===== config.mk =====
export PLATFORM = sky130hd
export DESIGN_NAME = array_linked_list_with_free_list_core
export DESIGN_NICKNAME = d
export VERILOG_FILES = /design/src/rtl/alfl_pkg.sv /design/src/rtl/array_linked_list_with_free_list_core.sv /design/src/rtl/alfl_ram.sv /design/src/rtl/alfl_ctrl.sv
export VERILOG_INCLUDE_DIRS = /design/src /design/src/rtl
export SDC_FILE = /design/constraint.sdc
export NUM_CORES = 2
export LEC_CHECK = 0
export BUFFER_PORTS_ARGS = -buffer_cell sky130_fd_sc_hd__buf_2
export CAP_MARGIN = 0
export CORE_MARGIN = 5
export CORE_UTILIZATION = 35
export CTS_CLUSTER_SIZE = 10
export DETAILED_ROUTE_END_ITERATION = 10
export HOLD_SLACK_MARGIN = 0.05
export PLACE_DENSITY = 0.47
export SLEW_MARGIN = 20
export SYNTH_ARGS = -nofsm -noshare
export SYNTH_HDL_FRONTEND = slang
export SYNTH_SLANG_ARGS = --single-unit

===== constraint.sdc =====
create_clock -name clk_i -period 10.6 [get_ports clk_i]
set_clock_uncertainty 0.15 [all_clocks]
set_input_delay 1.59 -clock clk_i [delete_from_list [all_inputs] [get_ports clk_i]]
set_output_delay 1.59 -clock clk_i [all_outputs]
set_load 0.03 [all_outputs]

===== src/rtl/array_linked_list_with_free_list_core_assert.svh =====
// assertion macros for the linked list core
`ifndef ARRAY_LINKED_LIST_WITH_FREE_LIST_CORE_ASSERT_SVH
`define ARRAY_LINKED_LIST_WITH_FREE_LIST_CORE_ASSERT_SVH

// same-cycle implication, checked out of reset
`define ALFL_ASSERT_NOW(label, ante, cons, msg) \
  label: assert property (@(posedge clk_i) disable iff (!rst_ni) (ante) |-> (cons)) \
    else $error(msg);

// next-cycle implication, checked out of reset
`define ALFL_ASSERT_NEXT(label, ante, cons, msg) \
  label: assert property (@(posedge clk_i) disable iff (!rst_ni) (ante) |=> (cons)) \
    else $error(msg);

`endif


===== src/rtl/alfl_pkg.sv =====
package alfl_pkg;

  localparam int unsigned CAPACITY = 16;
  localparam int unsigned IDX_W    = (CAPACITY > 1) ? $clog2(CAPACITY) : 1;
  localparam int unsigned PTR_W    = $clog2(CAPACITY + 1);

  localparam int unsigned OP_W     = 2;
  localparam int unsigned KEY_W    = 32;
  localparam int unsigned HANDLE_W = 32;
  localparam int unsigned KIND_W   = 3;
  localparam int unsigned STATUS_W = 2;
  localparam int unsigned SLOT_W   = 4;
  localparam int unsigned COUNT_W  = 5;

  typedef logic [PTR_W-1:0] ptr_t;
  typedef logic [IDX_W-1:0] idx_t;

  // null link and the full-count mark share the value CAPACITY
  localparam ptr_t NIL     = ptr_t'(CAPACITY);
  localparam ptr_t CAP_CNT = ptr_t'(CAPACITY);

  typedef enum logic [OP_W-1:0] {
    OP_INSERT = 2'd0,
    OP_DELETE = 2'd1,
    OP_LOOKUP = 2'd2
  } op_e;

  typedef enum logic [STATUS_W-1:0] {
    ST_OK        = 2'd0,
    ST_FULL      = 2'd1,
    ST_NOT_FOUND = 2'd2
  } status_e;

  typedef struct packed {
    ptr_t next;
    ptr_t prev;
  } link_t;

  typedef struct packed {
    logic [KEY_W-1:0]    key;
    logic [HANDLE_W-1:0] handle;
    logic [KIND_W-1:0]   kind;
  } pay_t;

  typedef struct packed {
    logic  re;
    idx_t  raddr;
    logic  we;
    idx_t  waddr;
    link_t wdata;
    link_t wmask;
  } link_req_t;

  typedef struct packed {
    logic re;
    idx_t raddr;
    logic we;
    idx_t waddr;
    pay_t wdata;
  } pay_req_t;

  typedef struct packed {
    ptr_t count;
    logic head_nil;
    logic tail_nil;
    logic busy;
  } stat_t;

endpackage


===== src/rtl/array_linked_list_with_free_list_core.sv =====
// Doubly linked list of up to CAPACITY entries (key, handle, kind) kept in two
// RAMs with registered reads, one for the payload and one for next/prev links,
// with a free-slot chain. One beat in gives one beat out. An insert writes the
// new slot's links and payload, then on a non-empty list links the old tail to
// it. Lookups and deletes walk from the head, visiting 1 to CAPACITY slots with
// one read of both RAMs per cycle; a delete that finds its key then relinks the
// neighbours and puts the slot on the front of the free chain. Misses on an empty
// list and inserts into a full list go straight to the result. The link RAM needs
// no clearing pass after reset: a fill mark stands in for the initial free chain.
// The output register holds a finished result, so the next item is accepted
// while that result still waits to be taken.
`include "array_linked_list_with_free_list_core_assert.svh"

module array_linked_list_with_free_list_core (
  input  logic                          clk_i,
  input  logic                          rst_ni,
  input  logic                          in_valid_i,
  output logic                          in_stall_o,
  input  logic [alfl_pkg::OP_W-1:0]     operation_i,
  input  logic [alfl_pkg::KEY_W-1:0]    search_key_i,
  input  logic [alfl_pkg::HANDLE_W-1:0] entry_handle_i,
  input  logic [alfl_pkg::KIND_W-1:0]   entry_kind_i,
  output logic                          out_valid_o,
  input  logic                          out_stall_i,
  output logic [alfl_pkg::STATUS_W-1:0] status_o,
  output logic [alfl_pkg::SLOT_W-1:0]   slot_index_o,
  output logic [alfl_pkg::HANDLE_W-1:0] found_handle_o,
  output logic [alfl_pkg::KIND_W-1:0]   found_kind_o,
  output logic [alfl_pkg::COUNT_W-1:0]  entry_count_o
);

  import alfl_pkg::*;

  link_req_t link_req;
  link_t     link_rdata;
  pay_req_t  pay_req;
  pay_t      pay_rdata;
  stat_t     stat;

  alfl_ctrl u_ctrl (
    .clk_i          (clk_i),
    .rst_ni         (rst_ni),
    .in_valid_i     (in_valid_i),
    .in_stall_o     (in_stall_o),
    .operation_i    (operation_i),
    .search_key_i   (search_key_i),
    .entry_handle_i (entry_handle_i),
    .entry_kind_i   (entry_kind_i),
    .out_valid_o    (out_valid_o),
    .out_stall_i    (out_stall_i),
    .status_o       (status_o),
    .slot_index_o   (slot_index_o),
    .found_handle_o (found_handle_o),
    .found_kind_o   (found_kind_o),
    .entry_count_o  (entry_count_o),
    .link_req_o     (link_req),
    .link_rdata_i   (link_rdata),
    .pay_req_o      (pay_req),
    .pay_rdata_i    (pay_rdata),
    .stat_o         (stat)
  );

  alfl_ram #(
    .WIDTH ($bits(link_t)),
    .DEPTH (CAPACITY)
  ) u_link_ram (
    .clk_i   (clk_i),
    .we_i    (link_req.we),
    .waddr_i (link_req.waddr),
    .wdata_i (link_req.wdata),
    .wmask_i (link_req.wmask),
    .re_i    (link_req.re),
    .raddr_i (link_req.raddr),
    .rdata_o (link_rdata)
  );

  alfl_ram #(
    .WIDTH ($bits(pay_t)),
    .DEPTH (CAPACITY)
  ) u_pay_ram (
    .clk_i   (clk_i),
    .we_i    (pay_req.we),
    .waddr_i (pay_req.waddr),
    .wdata_i (pay_req.wdata),
    .wmask_i ({$bits(pay_t){1'b1}}),
    .re_i    (pay_req.re),
    .raddr_i (pay_req.raddr),
    .rdata_o (pay_rdata)
  );

  // head and tail are null together, exactly when the list is empty
  `ALFL_ASSERT_NOW(a_ends_agree, 1'b1, stat.head_nil == stat.tail_nil, "head and tail disagree")
  `ALFL_ASSERT_NOW(a_empty_count, 1'b1, stat.head_nil == (stat.count == '0), "count mismatch")
  `ALFL_ASSERT_NOW(a_count_max, 1'b1, stat.count <= CAP_CNT, "count above capacity")
  // memories are written only while an item is in flight
  `ALFL_ASSERT_NOW(a_write_busy, link_req.we || pay_req.we, stat.busy, "write while idle")
  `ALFL_ASSERT_NEXT(a_accept_busy, in_valid_i && !in_stall_o, stat.busy, "accept did not start")

endmodule


===== src/rtl/alfl_ram.sv =====
module alfl_ram #(
  parameter int unsigned WIDTH = 8,
  parameter int unsigned DEPTH = 16,
  localparam int unsigned AW   = (DEPTH > 1) ? $clog2(DEPTH) : 1
) (
  input  logic             clk_i,
  input  logic             we_i,
  input  logic [AW-1:0]    waddr_i,
  input  logic [WIDTH-1:0] wdata_i,
  input  logic [WIDTH-1:0] wmask_i,
  input  logic             re_i,
  input  logic [AW-1:0]    raddr_i,
  output logic [WIDTH-1:0] rdata_o
);

  logic [WIDTH-1:0] mem_q [DEPTH];
  logic [WIDTH-1:0] rdata_q;

  // bit write enables, registered read
  always_ff @(posedge clk_i) begin
    if (we_i) begin
      for (int i = 0; i < WIDTH; i++) begin
        if (wmask_i[i]) begin
          mem_q[waddr_i][i] <= wdata_i[i];
        end
      end
    end
    if (re_i) begin
      rdata_q <= mem_q[raddr_i];
    end
  end

  assign rdata_o = rdata_q;

endmodule


===== src/rtl/alfl_ctrl.sv =====
module alfl_ctrl (
  input  logic                             clk_i,
  input  logic                             rst_ni,
  input  logic                             in_valid_i,
  output logic                             in_stall_o,
  input  logic [alfl_pkg::OP_W-1:0]        operation_i,
  input  logic [alfl_pkg::KEY_W-1:0]       search_key_i,
  input  logic [alfl_pkg::HANDLE_W-1:0]    entry_handle_i,
  input  logic [alfl_pkg::KIND_W-1:0]      entry_kind_i,
  output logic                             out_valid_o,
  input  logic                             out_stall_i,
  output logic [alfl_pkg::STATUS_W-1:0]    status_o,
  output logic [alfl_pkg::SLOT_W-1:0]      slot_index_o,
  output logic [alfl_pkg::HANDLE_W-1:0]    found_handle_o,
  output logic [alfl_pkg::KIND_W-1:0]      found_kind_o,
  output logic [alfl_pkg::COUNT_W-1:0]     entry_count_o,
  output alfl_pkg::link_req_t              link_req_o,
  input  alfl_pkg::link_t                  link_rdata_i,
  output alfl_pkg::pay_req_t               pay_req_o,
  input  alfl_pkg::pay_t                   pay_rdata_i,
  output alfl_pkg::stat_t                  stat_o
);

  import alfl_pkg::*;

  typedef enum logic [7:0] {
    S_IDLE     = 8'b0000_0001,
    S_INS_LINK = 8'b0000_0010,
    S_INS_TAIL = 8'b0000_0100,
    S_WALK     = 8'b0000_1000,
    S_DEL_P    = 8'b0001_0000,
    S_DEL_N    = 8'b0010_0000,
    S_DEL_S    = 8'b0100_0000,
    S_DONE     = 8'b1000_0000
  } state_e;

  state_e state_q, state_d;

  ptr_t head_q, head_d;
  ptr_t tail_q, tail_d;
  ptr_t free_q, free_d;
  ptr_t fill_q, fill_d;
  ptr_t count_q, count_d;
  logic out_valid_q, out_valid_d;

  logic [OP_W-1:0]     op_q, op_d;
  logic [KEY_W-1:0]    key_q, key_d;
  logic [HANDLE_W-1:0] handle_q, handle_d;
  logic [KIND_W-1:0]   kind_q, kind_d;
  ptr_t                cur_q, cur_d;
  ptr_t                step_q, step_d;
  ptr_t                p_q, p_d;
  ptr_t                n_q, n_d;
  logic                wr_p_q, wr_p_d;
  logic                wr_n_q, wr_n_d;

  status_e             res_status_q, res_status_d;
  ptr_t                res_slot_q, res_slot_d;
  logic [HANDLE_W-1:0] res_handle_q, res_handle_d;
  logic [KIND_W-1:0]   res_kind_q, res_kind_d;

  status_e             out_status_q, out_status_d;
  ptr_t                out_slot_q, out_slot_d;
  logic [HANDLE_W-1:0] out_handle_q, out_handle_d;
  logic [KIND_W-1:0]   out_kind_q, out_kind_d;
  ptr_t                out_count_q, out_count_d;

  logic can_load;
  ptr_t new_head, new_tail;

  assign can_load = !out_valid_q || !out_stall_i;

  always_comb begin
    state_d      = state_q;
    head_d       = head_q;
    tail_d       = tail_q;
    free_d       = free_q;
    fill_d       = fill_q;
    count_d      = count_q;
    op_d         = op_q;
    key_d        = key_q;
    handle_d     = handle_q;
    kind_d       = kind_q;
    cur_d        = cur_q;
    step_d       = step_q;
    p_d          = p_q;
    n_d          = n_q;
    wr_p_d       = wr_p_q;
    wr_n_d       = wr_n_q;
    res_status_d = res_status_q;
    res_slot_d   = res_slot_q;
    res_handle_d = res_handle_q;
    res_kind_d   = res_kind_q;
    out_status_d = out_status_q;
    out_slot_d   = out_slot_q;
    out_handle_d = out_handle_q;
    out_kind_d   = out_kind_q;
    out_count_d  = out_count_q;
    out_valid_d  = out_valid_q && out_stall_i;
    new_head     = head_q;
    new_tail     = tail_q;
    link_req_o   = '0;
    pay_req_o    = '0;

    case (state_q)
      S_IDLE: begin
        if (in_valid_i) begin
          op_d         = operation_i;
          key_d        = search_key_i;
          handle_d     = entry_handle_i;
          kind_d       = entry_kind_i;
          res_status_d = ST_OK;
          res_slot_d   = '0;
          res_handle_d = '0;
          res_kind_d   = '0;
          step_d       = ptr_t'(1);
          if (operation_i == OP_INSERT) begin
            if (count_q >= CAP_CNT || free_q >= NIL) begin
              res_status_d = ST_FULL;
              state_d      = S_DONE;
            end else begin
              // fetch the free slot's link in case it came off the free chain
              link_req_o.re    = 1'b1;
              link_req_o.raddr = free_q[IDX_W-1:0];
              cur_d            = free_q;
              state_d          = S_INS_LINK;
            end
          end else if (head_q >= NIL) begin
            res_status_d = ST_NOT_FOUND;
            state_d      = S_DONE;
          end else begin
            link_req_o.re    = 1'b1;
            link_req_o.raddr = head_q[IDX_W-1:0];
            pay_req_o.re     = 1'b1;
            pay_req_o.raddr  = head_q[IDX_W-1:0];
            cur_d            = head_q;
            state_d          = S_WALK;
          end
        end
      end

      S_INS_LINK: begin
        link_req_o.we         = 1'b1;
        link_req_o.waddr      = cur_q[IDX_W-1:0];
        link_req_o.wdata.next = NIL;
        link_req_o.wdata.prev = tail_q;
        link_req_o.wmask      = '1;
        pay_req_o.we          = 1'b1;
        pay_req_o.waddr       = cur_q[IDX_W-1:0];
        pay_req_o.wdata       = '{key: key_q, handle: handle_q, kind: kind_q};
        // slots at or above the fill mark were never linked: they chain in order
        if (cur_q == fill_q) begin
          free_d = cur_q + ptr_t'(1);
          fill_d = fill_q + ptr_t'(1);
        end else begin
          free_d = link_rdata_i.next;
        end
        count_d    = count_q + ptr_t'(1);
        res_slot_d = cur_q;
        if (tail_q < NIL) begin
          state_d = S_INS_TAIL;
        end else begin
          head_d  = cur_q;
          tail_d  = cur_q;
          state_d = S_DONE;
        end
      end

      S_INS_TAIL: begin
        link_req_o.we         = 1'b1;
        link_req_o.waddr      = tail_q[IDX_W-1:0];
        link_req_o.wdata.next = cur_q;
        link_req_o.wmask.next = '1;
        tail_d                = cur_q;
        state_d               = S_DONE;
      end

      S_WALK: begin
        if (pay_rdata_i.key == key_q) begin
          res_slot_d = cur_q;
          if (op_q == OP_DELETE) begin
            p_d      = link_rdata_i.prev;
            n_d      = link_rdata_i.next;
            wr_p_d   = (link_rdata_i.prev < NIL) && (cur_q != head_q);
            wr_n_d   = (link_rdata_i.next < NIL) && (cur_q != tail_q);
            new_head = wr_p_d ? head_q : link_rdata_i.next;
            new_tail = wr_n_d ? tail_q : link_rdata_i.prev;
            if (new_head >= NIL || new_tail >= NIL) begin
              head_d = NIL;
              tail_d = NIL;
            end else begin
              head_d = new_head;
              tail_d = new_tail;
            end
            if (count_q != '0) begin
              count_d = count_q - ptr_t'(1);
            end
            state_d = S_DEL_P;
          end else begin
            res_handle_d = pay_rdata_i.handle;
            res_kind_d   = pay_rdata_i.kind;
            state_d      = S_DONE;
          end
        end else if (link_rdata_i.next >= NIL || step_q >= CAP_CNT) begin
          res_status_d = ST_NOT_FOUND;
          state_d      = S_DONE;
        end else begin
          link_req_o.re    = 1'b1;
          link_req_o.raddr = link_rdata_i.next[IDX_W-1:0];
          pay_req_o.re     = 1'b1;
          pay_req_o.raddr  = link_rdata_i.next[IDX_W-1:0];
          cur_d            = link_rdata_i.next;
          step_d           = step_q + ptr_t'(1);
        end
      end

      S_DEL_P: begin
        link_req_o.we         = wr_p_q;
        link_req_o.waddr      = p_q[IDX_W-1:0];
        link_req_o.wdata.next = n_q;
        link_req_o.wmask.next = '1;
        state_d               = S_DEL_N;
      end

      S_DEL_N: begin
        link_req_o.we         = wr_n_q;
        link_req_o.waddr      = n_q[IDX_W-1:0];
        link_req_o.wdata.prev = p_q;
        link_req_o.wmask.prev = '1;
        state_d               = S_DEL_S;
      end

      S_DEL_S: begin
        // freed slot goes on the front of the free chain
        link_req_o.we         = 1'b1;
        link_req_o.waddr      = cur_q[IDX_W-1:0];
        link_req_o.wdata.next = free_q;
        link_req_o.wmask.next = '1;
        free_d                = cur_q;
        state_d               = S_DONE;
      end

      S_DONE: begin
        if (can_load) begin
          out_valid_d  = 1'b1;
          out_status_d = res_status_q;
          out_slot_d   = res_slot_q;
          out_handle_d = res_handle_q;
          out_kind_d   = res_kind_q;
          out_count_d  = count_q;
          state_d      = S_IDLE;
        end
      end

      default: begin
        state_d = S_IDLE;
      end
    endcase
  end

  always_ff @(posedge clk_i or negedge rst_ni) begin
    if (!rst_ni) begin
      state_q     <= S_IDLE;
      head_q      <= NIL;
      tail_q      <= NIL;
      free_q      <= '0;
      fill_q      <= '0;
      count_q     <= '0;
      out_valid_q <= 1'b0;
    end else begin
      state_q     <= state_d;
      head_q      <= head_d;
      tail_q      <= tail_d;
      free_q      <= free_d;
      fill_q      <= fill_d;
      count_q     <= count_d;
      out_valid_q <= out_valid_d;
    end
  end

  always_ff @(posedge clk_i) begin
    op_q         <= op_d;
    key_q        <= key_d;
    handle_q     <= handle_d;
    kind_q       <= kind_d;
    cur_q        <= cur_d;
    step_q       <= step_d;
    p_q          <= p_d;
    n_q          <= n_d;
    wr_p_q       <= wr_p_d;
    wr_n_q       <= wr_n_d;
    res_status_q <= res_status_d;
    res_slot_q   <= res_slot_d;
    res_handle_q <= res_handle_d;
    res_kind_q   <= res_kind_d;
    out_status_q <= out_status_d;
    out_slot_q   <= out_slot_d;
    out_handle_q <= out_handle_d;
    out_kind_q   <= out_kind_d;
    out_count_q  <= out_count_d;
  end

  assign in_stall_o     = (state_q != S_IDLE);
  assign out_valid_o    = out_valid_q;
  assign status_o       = out_status_q;
  assign slot_index_o   = SLOT_W'(out_slot_q);
  assign found_handle_o = out_handle_q;
  assign found_kind_o   = out_kind_q;
  assign entry_count_o  = COUNT_W'(out_count_q);

  assign stat_o.count    = count_q;
  assign stat_o.head_nil = (head_q >= NIL);
  assign stat_o.tail_nil = (tail_q >= NIL);
  assign stat_o.busy     = (state_q != S_IDLE);

endmodule


After elaboration in Yosys (flattened, before gate mapping)
Memory sizes are Yosys's and may differ from the RTL's. A register that Yosys moved wholly into a read port is not among the register bits.
Index checks and enable logic that the tools add are counted.
{ "op_classes": {"mux": 106, "eq_ne": 27, "n_reduce_logical": 33, "addsub": 5, "order_cmp": 10} }
{ "op_table": {"columns": ["op", "count"], "rows": [
  ["5-bit two-way mux", 32],
  ["32-bit two-way mux", 3],
  ["5-bit one-hot mux with 2 select lines", 8],
  ["72-bit two-way mux", 1],
  ["8-bit two-way mux", 9],
  ["32-bit one-hot mux with 2 select lines", 1],
  ["8-bit one-hot mux with 7 select lines", 1],
  ["5-bit one-hot mux with 4 select lines", 2],
  ["5-bit greater-or-equal comparator (second input constant)", 7],
  ["1-bit two-way mux", 35],
  ["32-bit == test", 1],
  ["4-bit AND reduction", 6],
  ["5-bit by 1-bit adder with 5-bit output (second input constant)", 4],
  ["5-bit less-than comparator (second input constant)", 3],
  ["5-bit one-hot mux with 3 select lines", 1],
  ["4-bit one-hot mux with 3 select lines", 1],
  ["2-bit two-way mux", 5],
  ["2-bit by 1-bit != test with 1-bit output (second input constant)", 5],
  ["2-bit != test (second input constant)", 5],
  ["5-bit != test", 2],
  ["3-bit two-way mux", 3],
  ["3-bit AND reduction", 3],
  ["8-bit by 1-bit == test with 1-bit output (second input constant)", 1],
  ["8-bit by 2-bit == test with 1-bit output (second input constant)", 1],
  ["other kinds (27)", 41]
]} }
{ "totals": {"inputBits": 73, "word_cells": 209, "out_inout_bits": 48, "n_memories": 2, "ff_bits": 212, "ramBits": 1232} }
{ "memory_table": {"columns": ["memory", "words", "width", "read_ports", "rd_clocked_by_memory_dff", "write_ports", "line_no", "source"], "rows": [
  ["u_pay_ram.mem_q", 16, 67, 1, 1, 1, "alfl_ram.sv:16", "logic [WIDTH-1:0] mem_q [DEPTH];"],
  ["u_link_ram.mem_q", 16, 10, 1, 1, 1, "alfl_ram.sv:16", null]
]} }

Longest topological paths before layout
{ "depth": {"word_depth": 9, "depth_mapped": 12, "ltp_nobuf": 10} }

Cells and area by module
From an unflattened synthesis, not the netlist that was laid out.
{ "unflattened": {"hier_cells": 4198, "hier_area_um2": 63544.7} }
{ "modules_own_cells": {"columns": ["module", "cells_per_inst", "area_each_um2", "instances", "seq_area_each_um2"], "rows": [
  ["alfl_ram at u_pay_ram", 3048, 47045.1, 1, 34202.8],
  ["alfl_ctrl", 682, 9340.2, 1, 6199.7],
  ["alfl_ram at u_link_ram", 467, 7155.6, 1, 5104.9],
  ["array_linked_list_with_free_list_core", 1, 3.8, 1, 0.0]
]} }

Worst setup path before layout
Ideal clock, no wire load.
{ "synth_timing": {"path_kind": "reg2reg", "start": "register u_ctrl.state_q[5]", "end": "memory u_pay_ram.mem_q[4][0] in the netlist's numbering, enable pin", "path_stages_with_launch": 7, "setup_time_ps": 657, "n_path_buf": 1, "period_less_slack_ps": 8836, "setup_slack_ps": 1764, "t_arrival_ps": 8029, "path_cell_list": "dfrtp_1 > nor4_4 > nand2_1 > nor3b_1 > clkbuf_1 > nand2_1 > nor4_1"} }
{ "synth_between": {"elab_chain_cells": 4} }
{ "synth_lines": {"columns": ["item", "line_no", "source"], "rows": [
  ["start: declaration", "alfl_ctrl.sv:37", "state_e state_q, state_d;"],
  ["start signal: assignment", "alfl_ctrl.sv:271", "state_q <= state_d;"],
  ["8-bit by 2-bit == test with 1-bit output *", "alfl_ctrl.sv:105", "case (state_q)"],
  ["72-bit two-way mux *", "alfl_ctrl.sv:105", null],
  ["1-bit two-way mux", "alfl_ram.sv:21", "if (we_i) begin"],
  ["1-bit two-way mux (not written as such)", "alfl_ram.sv:24", "mem_q[waddr_i][i] <= wdata_i[i];"],
  ["end: declaration", "alfl_ram.sv:16", null]
]} }
Mark *: on every way between the ends. The rest lies on a longest branch, timed or not.

Final worst setup path
{ "layout_timing": {"start": "register u_ctrl.key_q[26]", "end": "register u_pay_ram.rdata_q[32], in the netlist u_pay_ram.rdata_o[32], read port of u_pay_ram.mem_q, data pin"} }
{ "layout_between": {"elab_chain_cells": 3} }
{ "layout_lines": {"columns": ["item", "line_no", "source"], "rows": [
  ["start: declaration", "alfl_ctrl.sv:47", "logic [KEY_W-1:0] key_q, key_d;"],
  ["start signal: assignment", "alfl_ctrl.sv:283", "key_q <= key_d;"],
  ["32-bit == test", "alfl_ctrl.sv:179", "if (pay_rdata_i.key == key_q) begin"],
  ["5-bit two-way mux", "alfl_ctrl.sv:179", null],
  ["5-bit one-hot mux with 2 select lines", "alfl_ctrl.sv:105", null],
  ["end: declaration", "alfl_ram.sv:17", "logic [WIDTH-1:0] rdata_q;"]
]} }
No other way between the ends.
A chain may end at the register's enable or synchronous reset.

==> impl_summary.log <==
[metrics] outcome: completed
[metrics] Synth Warn #: 0
[metrics] kind of end point of the critical path: flop
[metrics] count of buffers from port buffering: 120
[metrics] worst hold slack: 262 ps
[metrics] pin slew with the least headroom to its limit: 1110 ps
[metrics] buffer cell driving the clock tree root: sky130_fd_sc_hd__clkbuf_16
[metrics] CP required: 11110 ps
[metrics] ports placed on the boundary: 121
[metrics] Final Hold Violating Endpoints: 0
[metrics] final setup violation count: 0
[metrics] number of nets at the end of the flow: 4006
[metrics] DRT antenna net count: 0
[metrics] average size of a mapped cell: 15.7 um^2
[metrics] Critical Path Start Type: flop
[metrics] Setup Crit Path Kind: reg2reg
[metrics] largest net degree at the start of global routing: 175
[metrics] clock latency at the later pin of the worst-skew pair: 810 ps
[metrics] detailed-router iteration count before antenna repair: 5
[metrics] Rel. slew slack: 25.8%
[metrics] leakage: 22.7 nW
[metrics] final total negative setup slack: 0 ps
[metrics] achievable frequency: 0.171 GHz
[metrics] Post-CTS Resized: 0
[metrics] die height: 425 um
[metrics] H-tree Lvls: 4
[metrics] count of unique library cells instantiated by Yosys: 78
[metrics] global-route wire length before repair: 264000 um
[metrics] DIE WIDTH: 425 um
[metrics] setup repair bufs after CTS: 0
[metrics] Post-synth EDFFs: 1487
[metrics] asr flop ratio synth: 2.24%
[metrics] fin crit share: 55.1%
[metrics] half-perimeter wire length of the detailed placement result: 92800 um
[metrics] ratio of cells with drive above 1 in the final layout: 12.9%
[metrics] final global-route overflow total: 0
[metrics] routability-driven placement congestion ratio: 0.768
[metrics] Placement Setup Slack: 4150 ps
[metrics] maximum capacitance violations: 0
[metrics] maximum clock insertion buffer count: 3
[metrics] via count normalized by instance count: 5.73
[metrics] Worst IR Drop VDD: 0.134 mV
[metrics] Tightest Hold Check Type: reg2reg
[metrics] Core Region: 171000 um^2
[metrics] worst reg-to-reg setup slack: 4760 ps
[metrics] final worst setup slack: 4760 ps
[metrics] summed instance area of the synthesized netlist: 60200 um^2
[metrics] Inserted Clock Buffers: 175
[metrics] max-slew violation count: 0
[metrics] dominant register cell in the synthesized netlist: sky130_fd_sc_hd__edfxtp_1
[metrics] clock edge transition at the registers on the reported setup and hold paths: 50 ps
[metrics] residual DRC count: 0
[metrics] cell area power density: 205 nW/um^2
[metrics] post-layout minimum cycle time: 5840 ps
[metrics] die area: 181000 um^2
[metrics] Worst Path Max Fanout: 42
[metrics] register bit count reported by yosys: 1521
[metrics] overall routing resource usage: 20.1%
[metrics] Clock Sink Count: 1521
[metrics] proportion of synthesized chip area in sequential cells: 75.5%
[metrics] row cnt: 152
[metrics] clock tree from TritonCTS: yes
[metrics] vias in the first global route: 35783
[metrics] initial antenna violation count: 5
[metrics] Routed WL per cell: 29.4 um
[metrics] starting density of the core: 35.2%
[metrics] area growth from synthesis to final layout: 13.5%
[metrics] setup repair after global routing missed its margin: no
[metrics] Initial DRC Count: 3949
[metrics] total vias in the final route: 36059
[metrics] count of mapped cells out of synthesis: 3839
[metrics] Hold-fix buffers, CTS: 0
[metrics] wire length after detailed routing: 185000 um
[metrics] Data arrival, critical path: 6350 ps
[metrics] synthesized net count: 3919
stage by stage:
| stage | area [um^2] | util, % | total power, mW | instances |
|---|---|---|---|---|
| floorplan | 60200 | - | 8.23 | 3839 |
| global placement | 63500 | 37.1 | 8.84 | 6057 |
| detailed placement | 63600 | 37.1 | 8.84 | 6058 |
| CTS | 68300 | 39.9 | 14.2 | 6288 |
| global route | 68400 | 39.9 | 14.5 | 6289 |
| finish | 68400 | 39.9 | 14.0 | 6290 |
Yosys cell counts, types with 9 or more instances:
master / instances / share of area, %
sky130_fd_sc_hd__a211o_1: 68 / 0.99
sky130_fd_sc_hd__a211oi_1: 134 / 1.7
sky130_fd_sc_hd__a21oi_1: 33 / 0.27
sky130_fd_sc_hd__a221oi_1: 19 / 0.28
sky130_fd_sc_hd__a222oi_1: 15 / 0.25
sky130_fd_sc_hd__a22oi_1: 18 / 0.22
sky130_fd_sc_hd__a311o_1: 132 / 2.2
sky130_fd_sc_hd__a311oi_1: 67 / 0.97
sky130_fd_sc_hd__a32oi_1: 66 / 0.96
sky130_fd_sc_hd__and2_1: 111 / 1.2
sky130_fd_sc_hd__and3_1: 208 / 2.2
sky130_fd_sc_hd__buf_1: 10 / 0.062
sky130_fd_sc_hd__buf_2: 64 / 0.53
sky130_fd_sc_hd__clkbuf_1: 225 / 1.4
sky130_fd_sc_hd__dfrtp_1: 31 / 1.3
sky130_fd_sc_hd__edfxtp_1: 1487 / 74
sky130_fd_sc_hd__inv_1: 11 / 0.069
sky130_fd_sc_hd__mux2_1: 14 / 0.26
sky130_fd_sc_hd__mux2_2: 37 / 0.69
sky130_fd_sc_hd__mux2i_1: 11 / 0.18
sky130_fd_sc_hd__nand2_1: 330 / 2.1
sky130_fd_sc_hd__nand3_1: 153 / 1.3
sky130_fd_sc_hd__nand4_1: 12 / 0.12
sky130_fd_sc_hd__nor2_1: 65 / 0.40
sky130_fd_sc_hd__nor3_1: 17 / 0.14
sky130_fd_sc_hd__nor4_1: 17 / 0.18
sky130_fd_sc_hd__o2111ai_1: 69 / 1.0
sky130_fd_sc_hd__o21a_1: 68 / 0.85
sky130_fd_sc_hd__o21ai_0: 139 / 1.2
sky130_fd_sc_hd__o21ai_1: 14 / 0.12
sky130_fd_sc_hd__o31ai_1: 9 / 0.11
sky130_fd_sc_hd__or3_1: 11 / 0.11
sky130_fd_sc_hd__xnor2_1: 16 / 0.23
sky130_fd_sc_hd__xor2_1: 46 / 0.67
flip-flops by register name, summed over array words and instances, names as in the netlist, 8 cells and up:
register / count
u_ctrl.found_handle_o: 32
u_ctrl.state_q: 8
u_link_ram.mem_q: 160
u_ctrl.res_handle_q: 32
u_ctrl.handle_q: 32
u_pay_ram.mem_q: 1072
u_link_ram.rdata_o: 10
u_pay_ram.rdata_o: 67
u_ctrl.key_q: 32
kinds of logic (layout without fill, tap and decap cells):
logic type                 count (synthesis)  in the layout  synth area share (%)
AOI/OAI and AO/OA                        900            900                  11.8
xor gates and xnor gates                  62             62                 0.901
adders and majority gates                  7              7                 0.158
buffers and inverters                    316            456                  2.14
DFF                                     1521           1521                  75.5
muxes                                     68             68                  1.29
other                                      0              1                     0
and+or+nand+nor                          965            965                  8.18
routing by layer:
metal	GRT usage [%]	part of all wire, %	up-vias
met5	0	0	-
met4	5.45	2.3	0
met3	3.66	6.9	264
met2	31.4	46	1359
met1	29.0	45	18882
li1	-	-	15554
layout make-up:
type	instances	area, um^2
Multi-Input combinational cell	2002	13800
Clock inverter	23	208
Clock buffer	207	4560
Inverter	13	48.8
Fill cell	15648	103000
Tap cell	2310	2890
Sequential cell	1521	45500
Timing Repair Buffer	213	1360
Antenna cell	1	2.50
critical path, cell delays in order, from the launching register on:
cell and delay [ps]:
sky130_fd_sc_hd__edfxtp_1 500, sky130_fd_sc_hd__xor2_1 260, sky130_fd_sc_hd__nor4_1 910, sky130_fd_sc_hd__nand4_1 730, sky130_fd_sc_hd__o21ai_4 360, sky130_fd_sc_hd__buf_4 290
sky130_fd_sc_hd__nand2_4 360, sky130_fd_sc_hd__o21ai_4 450, sky130_fd_sc_hd__buf_4 480, sky130_fd_sc_hd__buf_4 710, sky130_fd_sc_hd__o2111ai_1 280, sky130_fd_sc_hd__nand3_1 140
final timing paths:
| kind | startpoint | to | cells after the start |
|---|---|---|---|
| setup / recovery | u_ctrl.key_q[26] | u_pay_ram.rdata_o[32] | 11 |
| hold / removal | u_ctrl.res_handle_q[20] | u_ctrl.found_handle_o[20] | 0 |
| setup reg to reg | u_ctrl.key_q[26] | u_pay_ram.rdata_o[32] | 11 |
| hold reg to reg | u_ctrl.res_handle_q[20] | u_ctrl.found_handle_o[20] | 0 |
| max in group asynchronous | rst_ni | u_ctrl.count_q[0] | 1 |
| min in group asynchronous | rst_ni | u_ctrl.state_q[5] | 1 |
power by group:
part | internal (mW) | total [mW] | switching [mW]
Clock | 3.00 | 5.31 | 2.31
Sequential | 7.03 | 7.27 | 0.235
Combinational | 0.387 | 1.44 | 1.05
cell usage in the layout (no fill, tap or decap), types with 9 or more instances in the layout:
| cell | Yosys | final |
|---|---|---|
| sky130_fd_sc_hd__a221oi_1 | 19 | 19 |
| sky130_fd_sc_hd__nand3_1 | 153 | 152 |
| sky130_fd_sc_hd__nor2_4 | 0 | 10 |
| sky130_fd_sc_hd__clkbuf_1 | 225 | 29 |
| sky130_fd_sc_hd__a311o_1 | 132 | 132 |
| sky130_fd_sc_hd__buf_4 | 2 | 88 |
| sky130_fd_sc_hd__a211o_1 | 68 | 68 |
| sky130_fd_sc_hd__o21a_1 | 68 | 68 |
| sky130_fd_sc_hd__xnor2_1 | 16 | 16 |
| sky130_fd_sc_hd__and2_1 | 111 | 109 |
| sky130_fd_sc_hd__a222oi_1 | 15 | 15 |
| sky130_fd_sc_hd__nand2_1 | 330 | 325 |
| sky130_fd_sc_hd__a21oi_1 | 33 | 31 |
| sky130_fd_sc_hd__o2111ai_1 | 69 | 68 |
| sky130_fd_sc_hd__nor4_1 | 17 | 12 |
| sky130_fd_sc_hd__nand4_1 | 12 | 12 |
| sky130_fd_sc_hd__a211oi_1 | 134 | 133 |
| sky130_fd_sc_hd__o21ai_1 | 14 | 12 |
| sky130_fd_sc_hd__or3_1 | 11 | 11 |
| sky130_fd_sc_hd__mux2_1 | 14 | 14 |
| sky130_fd_sc_hd__o21ai_0 | 139 | 139 |
| sky130_fd_sc_hd__edfxtp_1 | 1487 | 1487 |
| sky130_fd_sc_hd__xor2_1 | 46 | 46 |
| sky130_fd_sc_hd__nor3_1 | 17 | 9 |
| sky130_fd_sc_hd__buf_2 | 64 | 120 |
| sky130_fd_sc_hd__dfrtp_1 | 31 | 31 |
| sky130_fd_sc_hd__nor2_1 | 65 | 56 |
| sky130_fd_sc_hd__clkbuf_16 | 0 | 178 |
| sky130_fd_sc_hd__a22oi_1 | 18 | 18 |
| sky130_fd_sc_hd__mux2i_1 | 11 | 11 |
| sky130_fd_sc_hd__a311oi_1 | 67 | 67 |
| sky130_fd_sc_hd__and3_1 | 208 | 206 |
| sky130_fd_sc_hd__a32oi_1 | 66 | 66 |
| sky130_fd_sc_hd__mux2_2 | 37 | 37 |
| sky130_fd_sc_hd__nor3_2 | 1 | 9 |
| sky130_fd_sc_hd__inv_1 | 11 | 11 |
Note: power is estimated with default switching activity, not from simulation.
